==> src/rtl/slfd_pkg.sv <==
// shared types, constants and lookup functions for the sync/length frame deframer
// no dependencies; used by every module of the block except slfd_ram
package slfd_pkg;

   // default upper bound on the payload length of one frame
   localparam int MAX_PAYLOAD_DEF = 20;
   // width of the length field carried in a frame descriptor (covers up to 63)
   localparam int DESC_LEN_W = 6;
   // frame descriptor queue depth
   localparam int QUEUE_DEPTH = 2;

   localparam logic [7:0]  SYNC_X         = 8'h58;
   localparam logic [7:0]  SYNC_M         = 8'h4D;
   localparam logic [7:0]  SYNC_S         = 8'h53;
   localparam logic [23:0] SYNC_KEYBOARD  = 24'h584D53;
   localparam logic [23:0] SYNC_MAINBOARD = 24'h58534D;
   localparam logic [15:0] SET_KEY_CHECK  = 16'd362;
   localparam int          NO_KEY_LEN     = 10;

   // configuration register indexes
   localparam logic REG_SET_KEY_LOCK        = 1'b0;
   localparam logic REG_SUPPRESS_DUPLICATES = 1'b1;

   typedef struct packed {
      logic                  kb;
      logic                  too_long;
      logic                  dup;
      logic                  rep;
      logic [DESC_LEN_W-1:0] len;
      logic [15:0]           check;
   } frame_desc_type;

   // fixed no-key frame sent in place of a keyboard set frame
   function automatic logic [7:0] no_key_byte(input logic [3:0] idx);
      logic [7:0] b;
      case (idx)
         4'd0:    b = 8'h58;
         4'd1:    b = 8'h4D;
         4'd2:    b = 8'h53;
         4'd3:    b = 8'h00;
         4'd4:    b = 8'h03;
         4'd5:    b = 8'h6B;
         4'd6:    b = 8'h00;
         4'd7:    b = 8'h00;
         4'd8:    b = 8'h01;
         4'd9:    b = 8'h66;
         default: b = 8'h00;
      endcase
      return b;
   endfunction

endpackage

==> src/rtl/slfd_ram.sv <==
// generic single write port / single read port ram with registered read data
// no dependencies
module slfd_ram #(
   parameter int WIDTH = 8,
   parameter int DEPTH = 40
) (
   input  logic                     clock,
   input  logic                     wr_en,
   input  logic [$clog2(DEPTH)-1:0] wr_addr,
   input  logic [WIDTH-1:0]         wr_data,
   input  logic [$clog2(DEPTH)-1:0] rd_addr,
   output logic [WIDTH-1:0]         rd_data
);

   logic [WIDTH-1:0] mem_ff [DEPTH];
   logic [WIDTH-1:0] rd_data_ff;

   always_ff @(posedge clock) begin
      if (wr_en) begin
         mem_ff[wr_addr] <= wr_data;
      end
      rd_data_ff <= mem_ff[rd_addr];
   end

   assign rd_data = rd_data_ff;

endmodule

==> src/rtl/slfd_front.sv <==
// front end: sync hunt, length and check parsing, payload capture, descriptor build
// depends on slfd_pkg
module slfd_front #(
   parameter int MAX_PAYLOAD = slfd_pkg::MAX_PAYLOAD_DEF
) (
   input  logic                           clock,
   input  logic                           reset,
   input  logic                           byte_accept,
   input  logic [7:0]                     rx_byte,
   input  logic                           set_key_lock,
   input  logic                           suppress_duplicates,
   input  logic                           wr_bank,
   output logic                           ram_wr_en,
   output logic [$clog2(2*MAX_PAYLOAD)-1:0] ram_wr_addr,
   output logic                           push,
   output slfd_pkg::frame_desc_type       push_desc
);

   localparam int LW = $clog2(MAX_PAYLOAD + 1);
   localparam int AW = $clog2(2 * MAX_PAYLOAD);
   localparam int DW = slfd_pkg::DESC_LEN_W;

   localparam logic [2:0] PH_HUNT    = 3'd0;
   localparam logic [2:0] PH_LEN_HI  = 3'd1;
   localparam logic [2:0] PH_LEN_LO  = 3'd2;
   localparam logic [2:0] PH_PAYLOAD = 3'd3;
   localparam logic [2:0] PH_CHK_HI  = 3'd4;
   localparam logic [2:0] PH_CHK_LO  = 3'd5;

   logic [2:0]    phase_ff, phase_in;
   logic [23:0]   window_ff, window_in;
   logic          kb_ff, kb_in;
   logic [7:0]    len_hi_ff, len_hi_in;
   logic [LW-1:0] len_ff, len_in;
   logic [LW-1:0] count_ff, count_in;
   logic [7:0]    chk_hi_ff, chk_hi_in;
   logic [15:0]   last_kb_ff, last_kb_in;
   logic [15:0]   last_mb_ff, last_mb_in;

   logic [23:0] window_next;
   logic [15:0] check_full;
   logic        too_long;

   assign window_next = {window_ff[15:0], rx_byte};
   assign check_full  = {chk_hi_ff, rx_byte};
   assign too_long    = (len_hi_ff != 8'd0) || ({1'b0, rx_byte} > 9'(MAX_PAYLOAD));

   assign ram_wr_en   = byte_accept && (phase_ff == PH_PAYLOAD);
   assign ram_wr_addr = (wr_bank ? AW'(MAX_PAYLOAD) : AW'(0)) + AW'(count_ff);

   always_comb begin
      phase_in   = phase_ff;
      window_in  = window_ff;
      kb_in      = kb_ff;
      len_hi_in  = len_hi_ff;
      len_in     = len_ff;
      count_in   = count_ff;
      chk_hi_in  = chk_hi_ff;
      last_kb_in = last_kb_ff;
      last_mb_in = last_mb_ff;
      push       = 1'b0;
      push_desc  = '0;
      push_desc.kb = kb_ff;
      if (byte_accept) begin
         unique case (phase_ff)
            PH_LEN_HI: begin
               len_hi_in = rx_byte;
               phase_in  = PH_LEN_LO;
            end
            PH_LEN_LO: begin
               if (too_long) begin
                  len_in             = '0;
                  phase_in           = PH_HUNT;
                  push               = 1'b1;
                  push_desc.too_long = 1'b1;
               end else begin
                  len_in   = LW'(rx_byte);
                  count_in = '0;
                  phase_in = (rx_byte == 8'd0) ? PH_CHK_HI : PH_PAYLOAD;
               end
            end
            PH_PAYLOAD: begin
               count_in = count_ff + LW'(1);
               if (count_in >= len_ff) begin
                  phase_in = PH_CHK_HI;
               end
            end
            PH_CHK_HI: begin
               chk_hi_in = rx_byte;
               phase_in  = PH_CHK_LO;
            end
            PH_CHK_LO: begin
               push            = 1'b1;
               push_desc.len   = DW'(len_ff);
               push_desc.check = check_full;
               if (kb_ff) begin
                  push_desc.dup = suppress_duplicates && (check_full == last_kb_ff);
                  last_kb_in    = check_full;
               end else begin
                  push_desc.dup = suppress_duplicates && (check_full == last_mb_ff);
                  last_mb_in    = check_full;
               end
               push_desc.rep = set_key_lock && kb_ff &&
                               (check_full == slfd_pkg::SET_KEY_CHECK);
               phase_in = PH_HUNT;
            end
            default: begin
               window_in = window_next;
               if ((window_next == slfd_pkg::SYNC_KEYBOARD) ||
                   (window_next == slfd_pkg::SYNC_MAINBOARD)) begin
                  kb_in     = (window_next == slfd_pkg::SYNC_KEYBOARD);
                  window_in = '0;
                  len_hi_in = '0;
                  phase_in  = PH_LEN_HI;
               end else begin
                  phase_in = PH_HUNT;
               end
            end
         endcase
      end
   end

   always_ff @(posedge clock) begin
      if (reset) begin
         phase_ff   <= PH_HUNT;
         window_ff  <= '0;
         kb_ff      <= 1'b0;
         len_hi_ff  <= '0;
         len_ff     <= '0;
         count_ff   <= '0;
         last_kb_ff <= '0;
         last_mb_ff <= '0;
      end else begin
         phase_ff   <= phase_in;
         window_ff  <= window_in;
         kb_ff      <= kb_in;
         len_hi_ff  <= len_hi_in;
         len_ff     <= len_in;
         count_ff   <= count_in;
         last_kb_ff <= last_kb_in;
         last_mb_ff <= last_mb_in;
      end
      chk_hi_ff <= chk_hi_in;
   end

endmodule

==> src/rtl/slfd_queue.sv <==
// two-entry frame descriptor queue; entry slot doubles as payload buffer bank
// depends on slfd_pkg
module slfd_queue (
   input  logic                     clock,
   input  logic                     reset,
   input  logic                     push,
   input  slfd_pkg::frame_desc_type push_desc,
   input  logic                     pop,
   output slfd_pkg::frame_desc_type head_desc,
   output logic                     empty,
   output logic                     full,
   output logic                     wr_bank,
   output logic                     rd_bank
);

   slfd_pkg::frame_desc_type slot_ff [slfd_pkg::QUEUE_DEPTH];
   logic       wr_ptr_ff, wr_ptr_in;
   logic       rd_ptr_ff, rd_ptr_in;
   logic [1:0] count_ff, count_in;

   assign empty     = (count_ff == 2'd0);
   assign full      = (count_ff == 2'(slfd_pkg::QUEUE_DEPTH));
   assign head_desc = slot_ff[rd_ptr_ff];
   assign wr_bank   = wr_ptr_ff;
   assign rd_bank   = rd_ptr_ff;

   always_comb begin
      wr_ptr_in = push ? ~wr_ptr_ff : wr_ptr_ff;
      rd_ptr_in = pop ? ~rd_ptr_ff : rd_ptr_ff;
      count_in  = count_ff + (push ? 2'd1 : 2'd0) - (pop ? 2'd1 : 2'd0);
   end

   always_ff @(posedge clock) begin
      if (reset) begin
         wr_ptr_ff <= 1'b0;
         rd_ptr_ff <= 1'b0;
         count_ff  <= '0;
      end else begin
         wr_ptr_ff <= wr_ptr_in;
         rd_ptr_ff <= rd_ptr_in;
         count_ff  <= count_in;
      end
      if (push) begin
         slot_ff[wr_ptr_ff] <= push_desc;
      end
   end

endmodule

==> src/rtl/slfd_back.sv <==
// back end: replays one queued frame byte by byte into the result register
// depends on slfd_pkg
module slfd_back #(
   parameter int MAX_PAYLOAD = slfd_pkg::MAX_PAYLOAD_DEF
) (
   input  logic                             clock,
   input  logic                             reset,
   input  slfd_pkg::frame_desc_type         head_desc,
   input  logic                             empty,
   input  logic                             rd_bank,
   output logic                             pop,
   output logic [$clog2(2*MAX_PAYLOAD)-1:0] ram_rd_addr,
   input  logic [7:0]                       ram_rd_data,
   output logic                             rsp_valid,
   input  logic                             rsp_stall,
   output logic [7:0]                       rsp_out_byte,
   output logic                             rsp_last_byte,
   output logic                             rsp_from_keyboard,
   output logic [$clog2(MAX_PAYLOAD+1)-1:0] rsp_payload_length,
   output logic [15:0]                      rsp_check_value,
   output logic                             rsp_duplicate,
   output logic                             rsp_replaced,
   output logic                             rsp_too_long
);

   localparam int LW = $clog2(MAX_PAYLOAD + 1);
   localparam int AW = $clog2(2 * MAX_PAYLOAD);
   localparam int IW = (MAX_PAYLOAD + 7 > 10) ? $clog2(MAX_PAYLOAD + 7) : 4;

   localparam logic [1:0] ST_IDLE  = 2'd0;
   localparam logic [1:0] ST_FETCH = 2'd1;
   localparam logic [1:0] ST_SEND  = 2'd2;

   logic [1:0]    state_ff, state_in;
   logic [IW-1:0] idx_ff, idx_in;
   logic          valid_ff, valid_in;
   logic [7:0]    byte_ff, byte_in;
   logic          last_ff, last_in;
   logic          kb_ff;
   logic [LW-1:0] len_ff;
   logic [15:0]   check_ff;
   logic          dup_ff, rep_ff, tl_ff;

   logic          out_free;
   logic          load;
   logic [IW-1:0] len_i;
   logic [IW-1:0] last_idx;
   logic [IW-1:0] pay_off;
   logic [7:0]    sel_byte;
   logic          is_last;

   assign out_free = !valid_ff || !rsp_stall;
   assign len_i    = IW'(head_desc.len);
   assign pay_off  = idx_ff - IW'(5);
   assign ram_rd_addr = (rd_bank ? AW'(MAX_PAYLOAD) : AW'(0)) + AW'(pay_off);

   always_comb begin
      if (head_desc.too_long) begin
         last_idx = '0;
      end else if (head_desc.rep) begin
         last_idx = IW'(slfd_pkg::NO_KEY_LEN - 1);
      end else begin
         last_idx = len_i + IW'(6);
      end
      is_last = (idx_ff == last_idx);

      if (head_desc.too_long) begin
         sel_byte = 8'h00;
      end else if (head_desc.rep) begin
         sel_byte = slfd_pkg::no_key_byte(idx_ff[3:0]);
      end else if (idx_ff == IW'(0)) begin
         sel_byte = slfd_pkg::SYNC_X;
      end else if (idx_ff == IW'(1)) begin
         sel_byte = head_desc.kb ? slfd_pkg::SYNC_M : slfd_pkg::SYNC_S;
      end else if (idx_ff == IW'(2)) begin
         sel_byte = head_desc.kb ? slfd_pkg::SYNC_S : slfd_pkg::SYNC_M;
      end else if (idx_ff == IW'(3)) begin
         sel_byte = 8'h00;
      end else if (idx_ff == IW'(4)) begin
         sel_byte = 8'(head_desc.len);
      end else if (idx_ff < len_i + IW'(5)) begin
         sel_byte = ram_rd_data;
      end else if (idx_ff == len_i + IW'(5)) begin
         sel_byte = head_desc.check[15:8];
      end else begin
         sel_byte = head_desc.check[7:0];
      end
   end

   always_comb begin
      state_in = state_ff;
      idx_in   = idx_ff;
      load     = 1'b0;
      pop      = 1'b0;
      unique case (state_ff)
         ST_IDLE: begin
            if (!empty) begin
               idx_in   = '0;
               state_in = ST_FETCH;
            end
         end
         ST_FETCH: begin
            state_in = ST_SEND;
         end
         ST_SEND: begin
            if (out_free) begin
               load = 1'b1;
               if (is_last) begin
                  pop      = 1'b1;
                  state_in = ST_IDLE;
               end else begin
                  idx_in   = idx_ff + IW'(1);
                  state_in = ST_FETCH;
               end
            end
         end
         default: begin
            state_in = ST_IDLE;
         end
      endcase

      if (load) begin
         valid_in = 1'b1;
      end else if (!rsp_stall) begin
         valid_in = 1'b0;
      end else begin
         valid_in = valid_ff;
      end
      byte_in = load ? sel_byte : byte_ff;
      last_in = load ? is_last : last_ff;
   end

   always_ff @(posedge clock) begin
      if (reset) begin
         state_ff <= ST_IDLE;
         idx_ff   <= '0;
         valid_ff <= 1'b0;
      end else begin
         state_ff <= state_in;
         idx_ff   <= idx_in;
         valid_ff <= valid_in;
      end
      byte_ff <= byte_in;
      last_ff <= last_in;
      if (load) begin
         kb_ff    <= head_desc.kb;
         len_ff   <= LW'(head_desc.len);
         check_ff <= head_desc.check;
         dup_ff   <= head_desc.dup;
         rep_ff   <= head_desc.rep;
         tl_ff    <= head_desc.too_long;
      end
   end

   assign rsp_valid          = valid_ff;
   assign rsp_out_byte       = byte_ff;
   assign rsp_last_byte      = last_ff;
   assign rsp_from_keyboard  = kb_ff;
   assign rsp_payload_length = len_ff;
   assign rsp_check_value    = check_ff;
   assign rsp_duplicate      = dup_ff;
   assign rsp_replaced       = rep_ff;
   assign rsp_too_long       = tl_ff;

endmodule

==> src/rtl/sync_length_frame_deframer_top.sv <==
// top level of the sync/length frame deframer: register port and front/queue/back wiring
// depends on slfd_pkg, slfd_ram, slfd_front, slfd_queue, slfd_back
//
// Received bytes enter one per transfer on the req_ channel. The front end hunts for
// the sync word XMS (keyboard) or XSM (mainboard), reads a big-endian 16-bit length,
// the payload and a 16-bit check word, and writes the payload into one of two ram
// banks. Each completed frame (or a single too_long marker when the length is above
// MAX_PAYLOAD) is queued as a descriptor; the back end replays it on the rsp_ channel,
// one transfer per byte, with last_byte on the final one. Input bytes are taken as
// long as the queue holds fewer than two frames (the frame in replay counts until
// its last byte is loaded into the result register); the replay picks up the
// descriptor, then for each result byte reads the ram and then loads the result
// register, holding while the output is stalled. The result register lets the next
// byte be fetched while the current one waits to be taken. Registers: set_key_lock
// at 0x0, suppress_duplicates at 0x4; write them only while idle.
module sync_length_frame_deframer_top #(
   parameter int MAX_PAYLOAD = slfd_pkg::MAX_PAYLOAD_DEF
) (
   input  logic                             clock,
   input  logic                             reset,
   // input byte channel
   input  logic                             req_valid,
   output logic                             req_stall,
   input  logic [7:0]                       req_rx_byte,
   // result channel
   output logic                             rsp_valid,
   input  logic                             rsp_stall,
   output logic [7:0]                       rsp_out_byte,
   output logic                             rsp_last_byte,
   output logic                             rsp_from_keyboard,
   output logic [$clog2(MAX_PAYLOAD+1)-1:0] rsp_payload_length,
   output logic [15:0]                      rsp_check_value,
   output logic                             rsp_duplicate,
   output logic                             rsp_replaced,
   output logic                             rsp_too_long,
   // register port
   input  logic                             psel,
   input  logic                             penable,
   input  logic                             pwrite,
   input  logic [2:0]                       paddr,
   input  logic [31:0]                      pwdata,
   output logic [31:0]                      prdata,
   output logic                             pready
);

   localparam int AW = $clog2(2 * MAX_PAYLOAD);

   logic lock_ff, lock_in;
   logic supp_ff, supp_in;
   logic reg_write;

   logic                     byte_accept;
   logic                     ram_wr_en;
   logic [AW-1:0]            ram_wr_addr;
   logic [AW-1:0]            ram_rd_addr;
   logic [7:0]               ram_rd_data;
   logic                     push, pop;
   slfd_pkg::frame_desc_type push_desc, head_desc;
   logic                     q_empty, q_full;
   logic                     wr_bank, rd_bank;

   // register port: always ready, register index taken from paddr[2]
   assign pready    = 1'b1;
   assign reg_write = psel && penable && pwrite;

   always_comb begin
      lock_in = lock_ff;
      supp_in = supp_ff;
      if (reg_write) begin
         unique case (paddr[2])
            slfd_pkg::REG_SET_KEY_LOCK:        lock_in = pwdata[0];
            slfd_pkg::REG_SUPPRESS_DUPLICATES: supp_in = pwdata[0];
            default:                           lock_in = lock_ff;
         endcase
      end
      unique case (paddr[2])
         slfd_pkg::REG_SET_KEY_LOCK:        prdata = {31'd0, lock_ff};
         slfd_pkg::REG_SUPPRESS_DUPLICATES: prdata = {31'd0, supp_ff};
         default:                           prdata = '0;
      endcase
   end

   always_ff @(posedge clock) begin
      if (reset) begin
         lock_ff <= 1'b0;
         supp_ff <= 1'b1;
      end else begin
         lock_ff <= lock_in;
         supp_ff <= supp_in;
      end
   end

   // input stalls only while both payload banks hold frames not yet fully replayed
   assign req_stall   = q_full;
   assign byte_accept = req_valid && !q_full;

   slfd_front #(
      .MAX_PAYLOAD (MAX_PAYLOAD)
   ) u_front (
      .clock               (clock),
      .reset               (reset),
      .byte_accept         (byte_accept),
      .rx_byte             (req_rx_byte),
      .set_key_lock        (lock_ff),
      .suppress_duplicates (supp_ff),
      .wr_bank             (wr_bank),
      .ram_wr_en           (ram_wr_en),
      .ram_wr_addr         (ram_wr_addr),
      .push                (push),
      .push_desc           (push_desc)
   );

   // payload buffer: two banks of MAX_PAYLOAD bytes, bank chosen by queue slot
   slfd_ram #(
      .WIDTH (8),
      .DEPTH (2 * MAX_PAYLOAD)
   ) u_payload_ram (
      .clock   (clock),
      .wr_en   (ram_wr_en),
      .wr_addr (ram_wr_addr),
      .wr_data (req_rx_byte),
      .rd_addr (ram_rd_addr),
      .rd_data (ram_rd_data)
   );

   slfd_queue u_queue (
      .clock     (clock),
      .reset     (reset),
      .push      (push),
      .push_desc (push_desc),
      .pop       (pop),
      .head_desc (head_desc),
      .empty     (q_empty),
      .full      (q_full),
      .wr_bank   (wr_bank),
      .rd_bank   (rd_bank)
   );

   slfd_back #(
      .MAX_PAYLOAD (MAX_PAYLOAD)
   ) u_back (
      .clock              (clock),
      .reset              (reset),
      .head_desc          (head_desc),
      .empty              (q_empty),
      .rd_bank            (rd_bank),
      .pop                (pop),
      .ram_rd_addr        (ram_rd_addr),
      .ram_rd_data        (ram_rd_data),
      .rsp_valid          (rsp_valid),
      .rsp_stall          (rsp_stall),
      .rsp_out_byte       (rsp_out_byte),
      .rsp_last_byte      (rsp_last_byte),
      .rsp_from_keyboard  (rsp_from_keyboard),
      .rsp_payload_length (rsp_payload_length),
      .rsp_check_value    (rsp_check_value),
      .rsp_duplicate      (rsp_duplicate),
      .rsp_replaced       (rsp_replaced),
      .rsp_too_long       (rsp_too_long)
   );

endmodule
==> config.mk <==
export PLATFORM = sky130hd
export DESIGN_NAME = sync_length_frame_deframer_top
export DESIGN_NICKNAME = d
export VERILOG_FILES = /design/src/rtl/slfd_pkg.sv /design/src/rtl/slfd_ram.sv /design/src/rtl/slfd_front.sv /design/src/rtl/slfd_queue.sv /design/src/rtl/slfd_back.sv /design/src/rtl/sync_length_frame_deframer_top.sv
export SDC_FILE = /design/constraint.sdc
export NUM_CORES = 1
export LEC_CHECK = 0
export BUFFER_PORTS_ARGS = -buffer_cell sky130_fd_sc_hd__buf_2
export CAP_MARGIN = 0
export CORE_ASPECT_RATIO = 1.2
export CORE_MARGIN = 1.5
export CORE_UTILIZATION = 25
export CTS_BUF_LIST = sky130_fd_sc_hd__clkbuf_4 sky130_fd_sc_hd__clkbuf_8 sky130_fd_sc_hd__clkbuf_16
export CTS_CLUSTER_DIAMETER = 40
export DETAILED_ROUTE_END_ITERATION = 8
export PLACE_DENSITY_LB_ADDON = 0.15
export SETUP_SLACK_MARGIN = 0.05
export SYNTH_ARGS = -nofsm -noshare
export SYNTH_HDL_FRONTEND = slang
export SYNTH_SLANG_ARGS = --single-unit
==> constraint.sdc <==
create_clock -name clock -period 12 [get_ports clock]
set_clock_uncertainty 0.1 [all_clocks]
set_input_delay 3.6 -clock clock [delete_from_list [all_inputs] [get_ports clock]]
set_output_delay 3.6 -clock clock [all_outputs]
set_load 0.01 [all_outputs]
==> summary.txt <==
Worst setup path
  – R2R depth: 16
  – CP cell instances: buf_2 > mux2_2 > buf_2
  – Critical path class: primary input to output port
  – Most frequent CP cell: buf_2
  – Critical Path Fanout Max: 3
  – CP delay by family, top: multiplexers
  – Worst reg2reg endpoint: u_back.rsp_out_byte[3]$_SDFFCE_PP0P_
  – Critical Path RT: 8.30 ns
  – WP buf/inv: 2
  – Crit start category: primary input
  – Worst Setup End Kind: output port
  – Critical path depth: 3
  – Slowest CP cell: mux2_2
  – Worst Path Arrival: 4.17 ns
  – R2R setup slack: roughly 7.5 ns
  – Setup crit end: prdata[0]
  – Largest stage delay on the critical path: about 0.33 ns
  – Crit path launch: paddr[2]

Routing
  – Total Routed Length: 54290 µm
  – Remaining antenna violation count: 0
  – Vias: 11.98k
  – Routed wire per std cell: 19.99 µm
  – Vias/cell: about 4.4
  – Drt pass-1 iters: 5
  – DR iter-0 viols: 900
  – Residual DRC count: 0

Logic synthesis
  – Avg Cell Area, Syn: 15.04 µm²
  – Synth warn: 0
  – #FFs+latches synth: about 510
  – Sequential area share after synthesis: 66.71%
  – Synth async-reset ratio: 0%
  – Main synth FF type: edfxtp_1
  – Post-synth EDFFs: 412
  – Yosys cell types: 66
  – Mapped cell area: between 20000 and 25000 µm²
  – Post-Synthesis Cells: 1433

Global route
  – Initial antenna violation count: 0
  – Largest net degree at the start of global routing: 78
  – Number of global-route vias before repair: 12.54k
  – Grt ovf: 0
  – Total Routing Usage GR: 12.37%
  – First-pass GRT wire length: 81450 µm

Power and ir drop
  – Pwr/cell area: 176.0 nW/µm²
  – Worst IR Drop VDD: 0.09294 mV
  – Pleak: 8.524 nW

Place
  – IO Port Bufs: 53
  – GP Congestion: 0.7679
  – Dpl hpwl: 34220 µm
  – Dpl cells: 2566

Cells and area
  – Fraction of layout cells with a size suffix above 1: between 20% and 30%
  – Fillers: 8402
  – Final #Nets: 1603
  – Commonest non-fill, non-tap cell in the layout: edfxtp_1
  – Area of the multi-input gates: about 6600 µm²
  – Area Growth Syn to Fin: 20.35%
  – Fin cells: 2716
  – Commonest non-fill, non-tap cells in the layout: edfxtp_1 (412), nand2_1 (124), nor2_1 (115), dfxtp_1 (99), mux4_2 (96)
  – Antenna diodes: 0
  – Post-layout util: 30.49%
  – Register area: 14380 µm²

Clocking
  – CTS tree: done
  – Inserted Clock Buffers: 82
  – Worst-path clk slew: 0.05 ns
  – Clk_lat worst skew: 0.61 ns
  – Post-CTS Repair Setup Buffers: 0
  – Post-CTS Hold Buffers: 0
  – Max Buffers Root-to-Sink: 3
  – H-tree lvl count: 3
  – Post-CTS resize count: 0
  – CTS root buffer: clkbuf_16
  – CTS Sinks: between 500 and 600

Timing
  – Max-slew violations: 0
  – Rel. slew slack: between 20% and 30%
  – Hold WS: 0.3505 ns
  – Fmax: 0.1271 GHz
  – RSZ-0062 raised after global routing: false
  – Final Hold Vio Count: 0
  – Final min period: 7.867 ns
  – Final period util: 65.55%
  – Final setup viols: 0
  – Actual slew at the worst max-slew pin: around 1.1 ns
  – Final TNS setup: 0 ns

Die
  – # rows: 117
  – Io pins: 119
  – Die area: between 80000 and 90000 µm²
  – Core Box Area: between 80000 and 90000 µm²
  – Die height: 324.6 µm
  – Die W: 271.0 µm
  – Initial Util: roughly 25%

Outcome
  – Outcome: finished clean

Min path
  – Hold Startpoint: u_front.window_ff[14]$_SDFFE_PP0P_
  – Min-delay worst type: register to register

Flow run
  – Number of max-cap violations: 0
## synthesized netlist by cell type (6+ instances only)
| master | n | area, µm² |
|---|---|---|
| and2_1 | 23 | 143.9 |
| mux2_2 | 26 | 292.8 |
| nand2b_1 | 12 | 75.07 |
| nand4_1 | 8 | 50.05 |
| inv_1 | 32 | 120.1 |
| nor2_1 | 117 | 439.2 |
| a211oi_1 | 9 | 67.56 |
| o21ai_0 | 9 | 45.04 |
| nand3_1 | 26 | 130.1 |
| clkbuf_1 | 58 | 217.7 |
| dfxtp_1 | 100 | 2002 |
| a21o_1 | 6 | 45.04 |
| nor4_1 | 7 | 43.79 |
| nand2_1 | 124 | 465.5 |
| edfxtp_1 | 412 | 12370 |
| buf_2 | 8 | 40.04 |
| buf_4 | 33 | 247.7 |
| a21oi_1 | 83 | 415.4 |
| xnor2_1 | 14 | 122.6 |
| xor2_1 | 21 | 183.9 |
| a22oi_1 | 14 | 105.1 |
| ha_1 | 33 | 412.9 |
| mux2i_1 | 44 | 440.4 |
| nor3_1 | 23 | 115.1 |
| mux4_2 | 96 | 2162 |
| nor2b_1 | 17 | 106.4 |
## final cells by class
cell class	count	area share, %
Timing Repair Buffer	77	1.718
Clock inverter	54	2.548
Clock buffer	96	8.704
Multi-Input combinational cell	812	25.63
Tap cell	1130	5.452
Sequential cell	512	55.45
Inverter	35	0.5066
## layer usage
metal  vias to the layer above  track usage, %  part of all wire, %  wire length [µm]
met5                         -               0                    0                 0
met4                         0           5.477                  3.3              1790
met3                        86           2.439                  4.1              2249
met2                       264           20.84                   49             26860
met1                      6070           15.29                   43             23390
li1                       5555               -                    -                 -
## power breakdown
| part | switching, mW | internal [mW] |
|---|---|---|
| logic | 0.0955 | 0.0457 |
| clock network | 0.870 | 1.62 |
| registers | 0.00799 | 1.93 |
| total | 0.973 | 3.59 |
## sequential cells by signal, summed over array words and instances (netlist names), 2 cells and up, named ones only
| signal | cells |
|---|---|
| u_payload_ram.mem_ff | 320 |
| u_queue.count_ff | 2 |
| u_front.last_mb_ff | 16 |
| u_back.rsp_payload_length | 5 |
| u_front.window_ff | 16 |
| u_payload_ram.rd_data | 8 |
| u_front.chk_hi_ff | 8 |
| u_front.len_ff | 5 |
| u_front.len_hi_ff | 8 |
| u_front.phase_ff | 3 |
| u_front.last_kb_ff | 16 |
| u_back.rsp_out_byte | 8 |
| u_queue.slot_ff | 50 |
| u_back.idx_ff | 5 |
| u_back.state_ff | 2 |
| u_front.count_ff | 5 |
| u_back.rsp_check_value | 16 |
## metrics by stage
step	setup WS (ns)	cell area [µm²]	power [mW]
after floorplan	4.365	21660	2.061
after global placement	4.137	23010	2.114
after detailed placement	4.132	23010	2.117
after CTS	4.129	25930	4.634
after global routing	4.109	25930	4.716
final	4.134	25930	4.564
## worst min-delay path by stage
stage	endpoint	depth (start not counted)	slack, ns
floorplan	u_front.window_ff[14]$_SDFFE_PP0P_	2	0.33
global placement	u_front.last_mb_ff[1]$_SDFFE_PP0P_	2	0.34
detailed placement	u_front.window_ff[14]$_SDFFE_PP0P_	2	0.35
CTS	u_front.window_ff[14]$_SDFFE_PP0P_	2	0.35
global route	u_front.last_mb_ff[5]$_SDFFE_PP0P_	2	0.37
finish	u_front.window_ff[14]$_SDFFE_PP0P_	2	0.35
## worst reg2reg max path: stages (launching register included)
cell and delay, ns:
dfxtp_1 0.31, buf_4 0.39, mux2i_2 0.50, inv_1 0.18
ha_1 0.25, nor2_1 0.10, nor2_1 0.06, xnor2_1 0.14
ha_1 0.29, and3_1 0.17, and3_1 0.52, mux2i_1 0.27
mux2_2 0.32, a21oi_1 0.26, a22oi_1 0.11, o211ai_1 0.19
o211a_1 0.19
## cells by family (layout without fill, tap and decap cells)
kind of cell,after synthesis,in the layout,share of synthesized area [%]
muxes,173,173,13.93
and+or+nand+nor,385,385,8.304
DFF,512,512,66.71
xor gates and xnor gates,35,35,1.423
buffers and inverters,139,262,3.078
AOI/OAI and AO/OA,154,154,4.599
other,2,32,0.03486
adders and majority gates,33,33,1.916
No activity file was read; power rests on OpenSTA's default activity.
